==> src/hcpg_pkg.sv <==
package hcpg_pkg;

  // Width of every coordinate in a result item.
  localparam int OUT_W = 11;

  // Result transfer data width: three coordinates, padded to whole bytes.
  localparam int OUT_TDATA_W = ((3 * OUT_W + 7) / 8) * 8;

  // Division by ten as a reciprocal multiply: floor(v / 10) == (v * 0xCCCD) >> 19,
  // exact for every v below 2**16.
  localparam int RECIP_W = 16;
  localparam logic [RECIP_W-1:0] DIV10_RECIP = 16'hCCCD;
  localparam int DIV10_SHIFT = 19;

  // Request kinds carried in the input tuser bit.
  typedef enum logic {
    REQ_START = 1'b0,
    REQ_STEP  = 1'b1
  } req_kind_t;

  // One result item.
  typedef struct packed {
    logic [OUT_W-1:0] right_x;
    logic [OUT_W-1:0] left_x;
    logic [OUT_W-1:0] point_y;
    logic             point_valid;
    logic             arc_done;
  } result_t;

endpackage

==> src/hcpg_walker.sv <==
module hcpg_walker
  import hcpg_pkg::*;
#(
  parameter int COORD_BITS = 9
) (
  input  logic                  clk,
  input  logic                  rst,
  input  logic                  take,
  input  req_kind_t             req_type,
  input  logic [COORD_BITS-1:0] corner_left,
  input  logic [COORD_BITS-1:0] corner_bottom,
  input  logic [COORD_BITS-1:0] corner_right,
  input  logic [COORD_BITS-1:0] corner_top,
  input  logic                  mirrored,
  output result_t               result
);

  localparam int N   = COORD_BITS;
  localparam int SW  = N + 1;                      // step_y, signed
  localparam int EW  = N + 3;                      // error term, signed
  localparam int YW  = N + 4;                      // 7*y plus rounding bias
  localparam int PW  = YW + RECIP_W;               // reciprocal product
  localparam int QW  = PW - DIV10_SHIFT;           // scaled row offset
  localparam int RW  = (N + 5 > OUT_W) ? N + 5 : OUT_W;

  // Walk state.
  logic [N-1:0]          centre_x, centre_x_next;
  logic [N-1:0]          base_row, base_row_next;
  logic [N-1:0]          step_x, step_x_next;
  logic signed [SW-1:0]  step_y, step_y_next;
  logic signed [EW-1:0]  error_term, error_term_next;
  logic                  arc_mirrored, arc_mirrored_next;
  logic                  arc_active, arc_active_next;

  // Start decode.
  logic                  is_start;
  logic [N:0]            corner_sum;
  logic signed [N+1:0]   width_diff;
  logic                  radius_neg;
  logic [N-1:0]          radius;

  // Values the current item works on.
  logic [N-1:0]          cur_cx, cur_base, cur_sx;
  logic signed [SW-1:0]  cur_sy;
  logic signed [EW-1:0]  cur_err;
  logic                  cur_mir;
  logic                  emit;

  // Row scaling.
  logic [YW-1:0]         ys, ys_adj;
  logic [PW-1:0]         prod;
  logic [QW-1:0]         q;
  logic signed [RW-1:0]  cx_ext, sx_ext, base_ext, q_ext;
  logic signed [RW-1:0]  rx, lx, row;

  // Error walk.
  logic signed [EW-1:0]  sx_e, sy_e;
  logic                  go_x, go_y;
  logic [N-1:0]          adv_sx;
  logic signed [SW-1:0]  adv_sy;
  logic signed [EW-1:0]  adv_err;

  always_comb begin
    is_start   = (req_type == REQ_START);
    corner_sum = {1'b0, corner_left} + {1'b0, corner_right};
    width_diff = $signed({2'b00, corner_right}) - $signed({2'b00, corner_left});
    // The radius truncates toward zero, so a width of minus one still gives zero.
    radius_neg = width_diff < -2'sd1;
    radius     = width_diff[N+1] ? '0 : width_diff[N:1];

    if (is_start) begin
      cur_cx   = corner_sum[N:1];
      cur_base = mirrored ? corner_bottom : corner_top;
      cur_mir  = mirrored;
      cur_sx   = '0;
      cur_sy   = $signed({1'b0, radius});
      cur_err  = $signed(EW'(2)) - $signed({2'b00, radius, 1'b0});
      emit     = !radius_neg;
    end else begin
      cur_cx   = centre_x;
      cur_base = base_row;
      cur_mir  = arc_mirrored;
      cur_sx   = step_x;
      cur_sy   = step_y;
      cur_err  = error_term;
      emit     = arc_active;
    end

    // Row offset: ceil(7y/10) below the base or floor(7y/10) above it.
    ys     = {1'b0, cur_sy[N-1:0], 3'b000} - {4'b0000, cur_sy[N-1:0]};
    ys_adj = cur_mir ? ys : ys + YW'(9);
    prod   = {{RECIP_W{1'b0}}, ys_adj} * {{YW{1'b0}}, DIV10_RECIP};
    q      = prod[PW-1:DIV10_SHIFT];

    cx_ext   = $signed({{(RW-N){1'b0}}, cur_cx});
    sx_ext   = $signed({{(RW-N){1'b0}}, cur_sx});
    base_ext = $signed({{(RW-N){1'b0}}, cur_base});
    q_ext    = $signed({{(RW-QW){1'b0}}, q});
    rx       = cx_ext + sx_ext;
    lx       = cx_ext - sx_ext;
    row      = cur_mir ? base_ext + q_ext : base_ext - q_ext;

    // One Bresenham iteration.
    sx_e = $signed({3'b000, cur_sx});
    sy_e = {{(EW-SW){cur_sy[SW-1]}}, cur_sy};
    go_x = (cur_err < 0) && (cur_err + sy_e <= 0);
    go_y = (cur_err > 0) && (cur_err > sx_e);
    adv_sx  = cur_sx;
    adv_sy  = cur_sy;
    adv_err = cur_err;
    priority if (go_x) begin
      adv_sx  = cur_sx + N'(1);
      adv_err = cur_err + (sx_e <<< 1) + EW'(3);
    end else if (go_y) begin
      adv_sy  = cur_sy - SW'(1);
      adv_err = cur_err + EW'(3) - (sy_e <<< 1);
    end else begin
      adv_sx  = cur_sx + N'(1);
      adv_sy  = cur_sy - SW'(1);
      adv_err = cur_err + (sx_e <<< 1) + EW'(2) - (sy_e <<< 1);
    end

    centre_x_next     = centre_x;
    base_row_next     = base_row;
    arc_mirrored_next = arc_mirrored;
    step_x_next       = step_x;
    step_y_next       = step_y;
    error_term_next   = error_term;
    arc_active_next   = arc_active;
    if (is_start) begin
      centre_x_next     = cur_cx;
      base_row_next     = cur_base;
      arc_mirrored_next = cur_mir;
    end
    if (emit) begin
      step_x_next     = adv_sx;
      step_y_next     = adv_sy;
      error_term_next = adv_err;
      arc_active_next = !adv_sy[SW-1];
    end else if (is_start) begin
      step_x_next     = '0;
      step_y_next     = '0;
      error_term_next = '0;
      arc_active_next = 1'b0;
    end

    result.right_x     = emit ? rx[OUT_W-1:0] : '0;
    result.left_x      = emit ? lx[OUT_W-1:0] : '0;
    result.point_y     = emit ? row[OUT_W-1:0] : '0;
    result.point_valid = emit;
    result.arc_done    = emit ? adv_sy[SW-1] : 1'b1;
  end

  always_ff @(posedge clk) begin
    if (rst) begin
      centre_x     <= '0;
      base_row     <= '0;
      step_x       <= '0;
      step_y       <= '0;
      error_term   <= '0;
      arc_mirrored <= 1'b0;
      arc_active   <= 1'b0;
    end else if (take) begin
      centre_x     <= centre_x_next;
      base_row     <= base_row_next;
      step_x       <= step_x_next;
      step_y       <= step_y_next;
      error_term   <= error_term_next;
      arc_mirrored <= arc_mirrored_next;
      arc_active   <= arc_active_next;
    end
  end

endmodule

==> src/half_circle_point_generator.sv <==
// Channel  Dir  Handshake          Payload
// s_       in   s_tvalid/s_tready  s_tuser = req_type; s_tdata = corners and mirrored
// m_       out  m_tvalid/m_tready  m_tdata = x pair and row; m_tuser = point_valid;
//                                  m_tlast = arc_done
//
// Every input transfer yields exactly one result transfer, through the output register.
// The arc walk (one error update and a reciprocal divide by ten) is a single
// combinational pass, so one item can be taken in every cycle while s_tready is high.
// Reset (rst, synchronous, active high) ends any running arc and empties the output.
// A two-entry output register lets one more item enter while a result is stalled;
// input ready drops only when both entries are full.
module half_circle_point_generator
  import hcpg_pkg::*;
#(
  parameter int COORD_BITS = 9
) (
  input  logic clk,
  input  logic rst,
  input  logic s_tvalid,
  output logic s_tready,
  // Fields from bit 0: corner_left, corner_bottom, corner_right, corner_top,
  // mirrored, then zero padding. Each corner is COORD_BITS wide.
  input  logic [((4*COORD_BITS+1+7)/8)*8-1:0] s_tdata,
  // Fields from bit 0: req_type (0 = start an arc, 1 = step).
  input  logic [0:0] s_tuser,
  output logic m_tvalid,
  input  logic m_tready,
  // Fields from bit 0: right_x, left_x, point_y (11 bits each, signed), padding.
  output logic [OUT_TDATA_W-1:0] m_tdata,
  // Fields from bit 0: point_valid.
  output logic [0:0] m_tuser,
  // arc_done: last pair of the arc, or no arc running.
  output logic m_tlast
);

  localparam int N = COORD_BITS;

  logic    accept;
  logic    pop;
  logic    skid_valid;
  result_t new_res;
  result_t out_res;
  result_t skid_res;

  assign s_tready = !skid_valid;
  assign accept   = s_tvalid && s_tready;
  assign pop      = m_tvalid && m_tready;

  hcpg_walker #(
    .COORD_BITS(COORD_BITS)
  ) u_walker (
    .clk          (clk),
    .rst          (rst),
    .take         (accept),
    .req_type     (req_kind_t'(s_tuser[0])),
    .corner_left  (s_tdata[N-1:0]),
    .corner_bottom(s_tdata[2*N-1:N]),
    .corner_right (s_tdata[3*N-1:2*N]),
    .corner_top   (s_tdata[4*N-1:3*N]),
    .mirrored     (s_tdata[4*N]),
    .result       (new_res)
  );

  // Control of the output register and the skid entry behind it.
  always_ff @(posedge clk) begin
    if (rst) begin
      m_tvalid   <= 1'b0;
      skid_valid <= 1'b0;
    end else if (!m_tvalid || pop) begin
      if (skid_valid) begin
        m_tvalid   <= 1'b1;
        skid_valid <= 1'b0;
      end else begin
        m_tvalid <= accept;
      end
    end else if (accept) begin
      skid_valid <= 1'b1;
    end
  end

  // Payload moves without reset; the valid flags above qualify it.
  always_ff @(posedge clk) begin
    if (!m_tvalid || pop) begin
      if (skid_valid) begin
        out_res <= skid_res;
      end else if (accept) begin
        out_res <= new_res;
      end
    end else if (accept) begin
      skid_res <= new_res;
    end
  end

  assign m_tdata = {{(OUT_TDATA_W - 3*OUT_W){1'b0}},
                    out_res.point_y, out_res.left_x, out_res.right_x};
  assign m_tuser = out_res.point_valid;
  assign m_tlast = out_res.arc_done;

  // The skid entry is only ever filled behind a full output register.
  a_skid_behind_out: assert property (@(posedge clk) disable iff (rst)
    skid_valid |-> m_tvalid)
    else $error("skid entry holds data while the output register is empty");

  // A result without a point pair always closes the arc.
  a_empty_is_done: assert property (@(posedge clk) disable iff (rst)
    (m_tvalid && !m_tuser[0]) |-> m_tlast)
    else $error("result without a point pair is not marked done");

  // An item taken while the output is stalled must land in the skid entry.
  a_stall_fills_skid: assert property (@(posedge clk) disable iff (rst)
    (m_tvalid && !m_tready && accept) |=> skid_valid)
    else $error("item accepted during an output stall was dropped");

endmodule

==> config.mk <==
export PLATFORM = sky130hd
export DESIGN_NAME = half_circle_point_generator
export DESIGN_NICKNAME = d
export VERILOG_FILES = /design/src/hcpg_pkg.sv /design/src/hcpg_walker.sv /design/src/half_circle_point_generator.sv
export SDC_FILE = /design/constraint.sdc
export NUM_CORES = 1
export LEC_CHECK = 0
export BUFFER_PORTS_ARGS = -buffer_cell sky130_fd_sc_hd__buf_2
export CORE_ASPECT_RATIO = 0.8
export CORE_MARGIN = 2
export CORE_UTILIZATION = 33
export CTS_BUF_LIST = sky130_fd_sc_hd__clkbuf_8
export DETAILED_ROUTE_END_ITERATION = 16
export GPL_TIMING_DRIVEN = 0
export PLACE_DENSITY = 0.59
export SKIP_LAST_GASP = 1
export SYNTH_ARGS = -nofsm -noshare
export SYNTH_HDL_FRONTEND = slang
export SYNTH_SLANG_ARGS = --single-unit
export TNS_END_PERCENT = 10
==> constraint.sdc <==
create_clock -name clk -period 21.2 [get_ports clk]
set_clock_uncertainty 0.2 [all_clocks]
set_input_delay 1.06 -clock clk [delete_from_list [all_inputs] [get_ports clk]]
set_output_delay 1.06 -clock clk [all_outputs]
set_load 0.05 [all_outputs]
==> impl_results.md, run 1 <==
- Status: complete, no violations
- Top-count cell post-synth: inv_1
- GPL Wtd Cong: 0.969
- CTS Hold Buffers Added: 0
- Commonest cells post-synth: inv_1 (205), ha_1 (204), nor2_1 (162)
- Final wirelength: 40.3 mm
- Critical path required time: 21.20 ns
- CTS root buf: clkbuf_8
- Vias per cell: 5.20
- Max Freq: 0.0737 GHz
- Slew @ Worst Pin: 0.918 ns
- CP Class: primary input to register
- Post_cts resized: 0
- Worst hold margin: 0.251 ns
- DR pass1 iterations: 6
- Worst-path fanout max: 8
- Clk slew on worst S/H paths: 0.08 ns
- Yosys warning count: 0
- Synthesis-to-layout area growth: 10.4%
- Finish-stage setup viols: 0
- Ranking of synthesized cells by area: ha_1 (18%), edfxtp_1 (13%), fa_1 (7.8%)
- Max cap viols: 0
- Die area: 0.0452 sq mm
- Setup WS post-layout: 7.63 ns
- Vias in the first global route: 11,800
- Seq/Total Area, Yosys: 20.8%
- Main flop type after synthesis: edfxtp_1
- Final Hold Fails: 0
- Dpl ws: 7.32 ns
- Tcrit/Tclk final: 64.0%
- Max-slew headroom: 38.6%
- Routed WL per cell: 17.3 um
- H-tree levels: 4
- Post-DP HPWL: 33.5 mm
- Antenna violations before repair: 0
- Setup_tns: 0 ns
- CP Launch Type: primary input
- CTS tree: done
- Clock latency on the worst-skew pair: 0.46 ns
- Total GRT Usage: 18.0%
- Die X: 237 um
- Synth Instances: 1,660
- Share of layout cells above drive strength 1: 12.9%
- # port buffers: 75
- Largest net degree at the start of global routing: 33
- HP Class: register to register
- Syn avg cell area: 8.65 sq um
- Most common cell on crit path: a21oi_1
- Final Critical Period: 13.57 ns
- Clock tree buffer depth: 2
- Post-synth top area cell: ha_1
- Top Ports: 89
- FP Rows: 68
- Overflow after GRT: 0
- CTS buffer count: 17
- Number of flops mapped to enable cells by yosys: 64
- CP Data Arrival Time: 13.58 ns
- Final nets: 2,066
- Post-route ant nets: 0
- CP max-delay cell: fa_1
- Max incr delay on CP: 0.57 ns
- First-pass GRT wire length: 64.2 mm
- R2R setup slack: 9.40 ns
- Initial Util: 33.4%
- # diodes: 0
- Core Area: 0.0431 sq mm
- Asr flop ratio synth: 0%
- Vias: 12,100
- # DRC: 0
- Top cell type's share of synthesized area: 17.8%
- Die Height: 191 um
- Post-Syn Area: 0.0144 sq mm
- Fillers: 4,376
- RSZ-0062 raised after global routing: no
- Post-CTS setup buffer count: 0
- Setup crit end kind: register
- Initial detailed-routing violation count: 1,039
- Synthesized flop and latch total: 117
- Synth unique cells: 111
- Max-slew violations: 0
- Clk sink count: 117
==> cells in the final DEF, fill, tap and decap left out, types with 5 or more instances in the layout <==
cell / instances
xnor2_1: 97
nand2_1: 129
and3_1: 7
ha_1: 204
o21a_1: 13
xor2_1: 33
nor2b_1: 15
nor3_1: 25
o31ai_1: 26
buf_4: 12
o21bai_1: 26
a21oi_1: 94
fa_1: 56
nor2_1: 161
a22o_1: 9
clkbuf_1: 34
nand4_1: 17
o211ai_1: 6
and2_1: 15
clkbuf_8: 18
o21ai_1: 8
buf_2: 78
nand3_1: 23
dfxtp_1: 53
inv_6: 6
buf_6: 11
nand2b_1: 14
a2111oi_0: 7
inv_1: 205
mux2i_1: 14
o21ai_0: 50
or2_2: 5
nor4_1: 7
conb_1: 8
mux2_2: 29
a211oi_1: 19
edfxtp_1: 64
a31oi_1: 12
a21o_1: 29
==> registers in the layout, summed over array words and instances (netlist names), 9 cells and up <==
register,flops
skid_res,32
u_walker.base_row,9
m_tdata,30
u_walker.step_x,9
u_walker.centre_x,9
u_walker.step_y,10
u_walker.error_term,12
==> per-stage QoR <==
stage	area (sq um)	instances	utilization (%)
finish	15900	2334	36.8
global route	15900	2334	36.8
global placement	15500	2302	35.9
floorplan	14400	1667	-
CTS	15900	2334	36.8
detailed placement	15500	2302	36.0
==> layer usage <==
| layer | share of wire, % | track usage (%) | up-vias |
|---|---|---|---|
| met4 | 1.8 | 4.09 | 0 |
| met3 | 6.7 | 2.53 | 49 |
| li1 | - | - | 5964 |
| met2 | 43 | 28.3 | 425 |
| met5 | 0 | 0 | - |
| met1 | 49 | 26.0 | 5696 |
==> area by class of cell <==
type,count,area [sq um],area share (%)
clock buffers,17,234,1.48
inverters,211,797,5.03
well taps,560,701,4.42
clock inverters,15,144,0.907
plain buffers,65,405,2.56
flip-flops and latches,117,2980,18.8
multi-input cells,1274,10200,64.4
repair buffers,75,375,2.37
==> final timing paths <==
kind	from	endpoint	depth (start not counted)
worst max-delay path	s_tdata[0]	m_tdata[31]	50
worst min-delay path	u_walker.step_y[0]	u_walker.step_y[0]	2
worst max register to register	u_walker.step_y[1]	m_tdata[31]	44
worst min register to register	u_walker.step_y[0]	u_walker.step_y[0]	2
==> cells by family after synthesis <==
kind of cell / Yosys count / share of synthesized area (%)
and+or+nand+nor: 459 / 15.4
AOI/OAI and AO/OA: 365 / 17.9
buffers and inverters: 276 / 8.37
adders and majority gates: 265 / 25.9
xor gates and xnor gates: 133 / 8.27
DFF: 117 / 20.8
muxes: 44 / 3.35
other: 1 / 0.0261
==> worst max-delay path: cells and delay by family <==
kind | cells | cell delay [ns]
adders and majority gates | 11 | 4.38
AOI/OAI and AO/OA | 14 | 2.82
and+or+nand+nor | 13 | 2.77
xor gates and xnor gates | 5 | 1.64
buffers and inverters | 7 | 0.87
Power of run 1 is not shown: default switching activity piles up to over one toggle a cycle in this logic, so the estimate is an artifact.
==> inputs of run 2 (changes only) <==
==> constraint.sdc (replaced) <==
create_clock -name clk -period 13.7 [get_ports clk]
set_clock_uncertainty 0.2 [all_clocks]
set_input_delay 0.685 -clock clk [delete_from_list [all_inputs] [get_ports clk]]
set_output_delay 0.685 -clock clk [all_outputs]
set_load 0.05 [all_outputs]
==> run 2 against run 1 <==
Cell count unchanged. Via count decreased by 0.40%. Sequential cell count unchanged. Global-route usage unchanged. Critical path depth unchanged. Sequential share of layout area about the same.
==> impl_results.md, run 2 (synthesis gave the netlist of run 1 again) <==
- # diodes: 0
- Clock latency on the worst-skew pair: 0.45 ns
- H-tree levels: 4
- CTS buffer count: 17
- Core Util, Final: 36.9%
- Worst hold margin: 0.253 ns
- Post-Layout Cell Count: 2,334
- Top Ports: 89
- Initial Util: 33.4%
- Vias: 12,100
- Post-route ant nets: 0
- Top delay family on crit path: adder cells
- Vias per cell: 5.18
- Finish-stage setup viols: 0
- Cell count after placement: 2,302
- GPL Wtd Cong: 0.969
- CTS tree: done
- Final nets: 2,066
- RSZ-0062 raised after global routing: no
- Critical path required time: 13.69 ns
- Routed WL per cell: 17.2 um
- First-pass GRT wire length: 64.2 mm
- Final wirelength: 40.2 mm
- FF/Latch Area: 0.00298 sq mm
- Fillers: 4,377
- Worst-path fanout max: 8
- Post-DP HPWL: 33.5 mm
- Setup_tns: 0 ns
- Worst Path Buf+Inv: 7
- Commonest non-fill, non-tap cell in the layout: inv_1
- Max Freq: 0.0785 GHz
- Share of layout cells above drive strength 1: 13.1%
- Most flops, register: skid_res
- # port buffers: 75
- Tcrit/Tclk final: 93.0%
- DR pass1 iterations: 6
- Core Area: 0.0431 sq mm
- Antenna violations before repair: 0
- Max-slew violations: 0
- CTS root buf: clkbuf_8
- Status: complete, no violations
- FP Rows: 68
- Final Hold Fails: 0
- CP Launch Type: primary input
- HP Class: register to register
- Max cap viols: 0
- Total GRT Usage: 18.0%
- Clk sink count: 117
- CP max-delay cell: fa_1
- Clock tree buffer depth: 2
- Initial detailed-routing violation count: 1,007
- CP Data Arrival Time: 12.74 ns
- Most frequent cells in the layout: inv_1 (205), ha_1 (204), nor2_1 (161), nand2_1 (129), xnor2_1 (96)
- Overflow after GRT: 0
- Vias in the first global route: 11,800
- Largest net degree at the start of global routing: 33
- Max incr delay on CP: 0.57 ns
- CTS Hold Buffers Added: 0
- Multi-input logic area: 0.0102 sq mm
- CP Class: primary input to register
- Die X: 237 um
- Die area: 0.0452 sq mm
- Setup crit end kind: register
- # DRC: 0
- Final Critical Period: 12.74 ns
- Clk slew on worst S/H paths: 0.08 ns
- Max-slew headroom: 40.2%
- Slew @ Worst Pin: 0.894 ns
- Die Height: 191 um
- Synthesis-to-layout area growth: 10.6%
- Max reg flops: 32
[run 2: worst paths after layout]
| path | from | to | slack, ns | cells after the start |
|---|---|---|---|---|
| worst max-delay path | s_tdata[0] | m_tdata[31] | 0.96 | 50 |
| worst min-delay path | u_walker.step_y[0] | u_walker.step_y[0] | 0.25 | 2 |
| worst max register to register | u_walker.step_y[1] | m_tdata[31] | 2.06 | 44 |
| worst min register to register | u_walker.step_y[0] | u_walker.step_y[0] | 0.25 | 2 |
[run 2: what timing repair did]
item,in CTS,in global routing
endpoints found under the setup margin,0,4
resized for setup,0,4
setup buffers,0,0
[run 2: routing by layer]
metal | vias to the layer above | track usage [%] | part of all wire (%)
li1 | 5957 | - | -
met1 | 5660 | 26.0 | 49
met2 | 406 | 28.3 | 43
met3 | 63 | 2.53 | 6.6
met4 | 0 | 4.09 | 2.1
met5 | - | 0 | 0
[run 2: cell type report]
class                           instances  share of cell area [%]
Clock buffer                           17                    1.47
Sequential cell                       117                    18.8
Timing Repair Buffer                   75                    2.36
Tap cell                              560                    4.41
Buffer                                 65                    2.55
Multi-Input combinational cell       1274                    64.5
Inverter                              211                    5.02
Clock inverter                         15                   0.906
[run 2: stage by stage]
stage	cell area, sq um	setup WS, ns
3_3_place_gp	15500	0.291
2_1_floorplan	14400	2.61
4_1_cts	15900	0.642
6_report	15900	0.958
3_5_place_dp	15500	0.192
5_1_grt	15900	0.174
[run 2: tightest hold or removal path, cell delays in order (launching register included)]
cell and delay (ns):
dfxtp_1 0.31, nand2_1 0.05, o21ai_1 0.05
Power of run 2 is left out for the same reason.
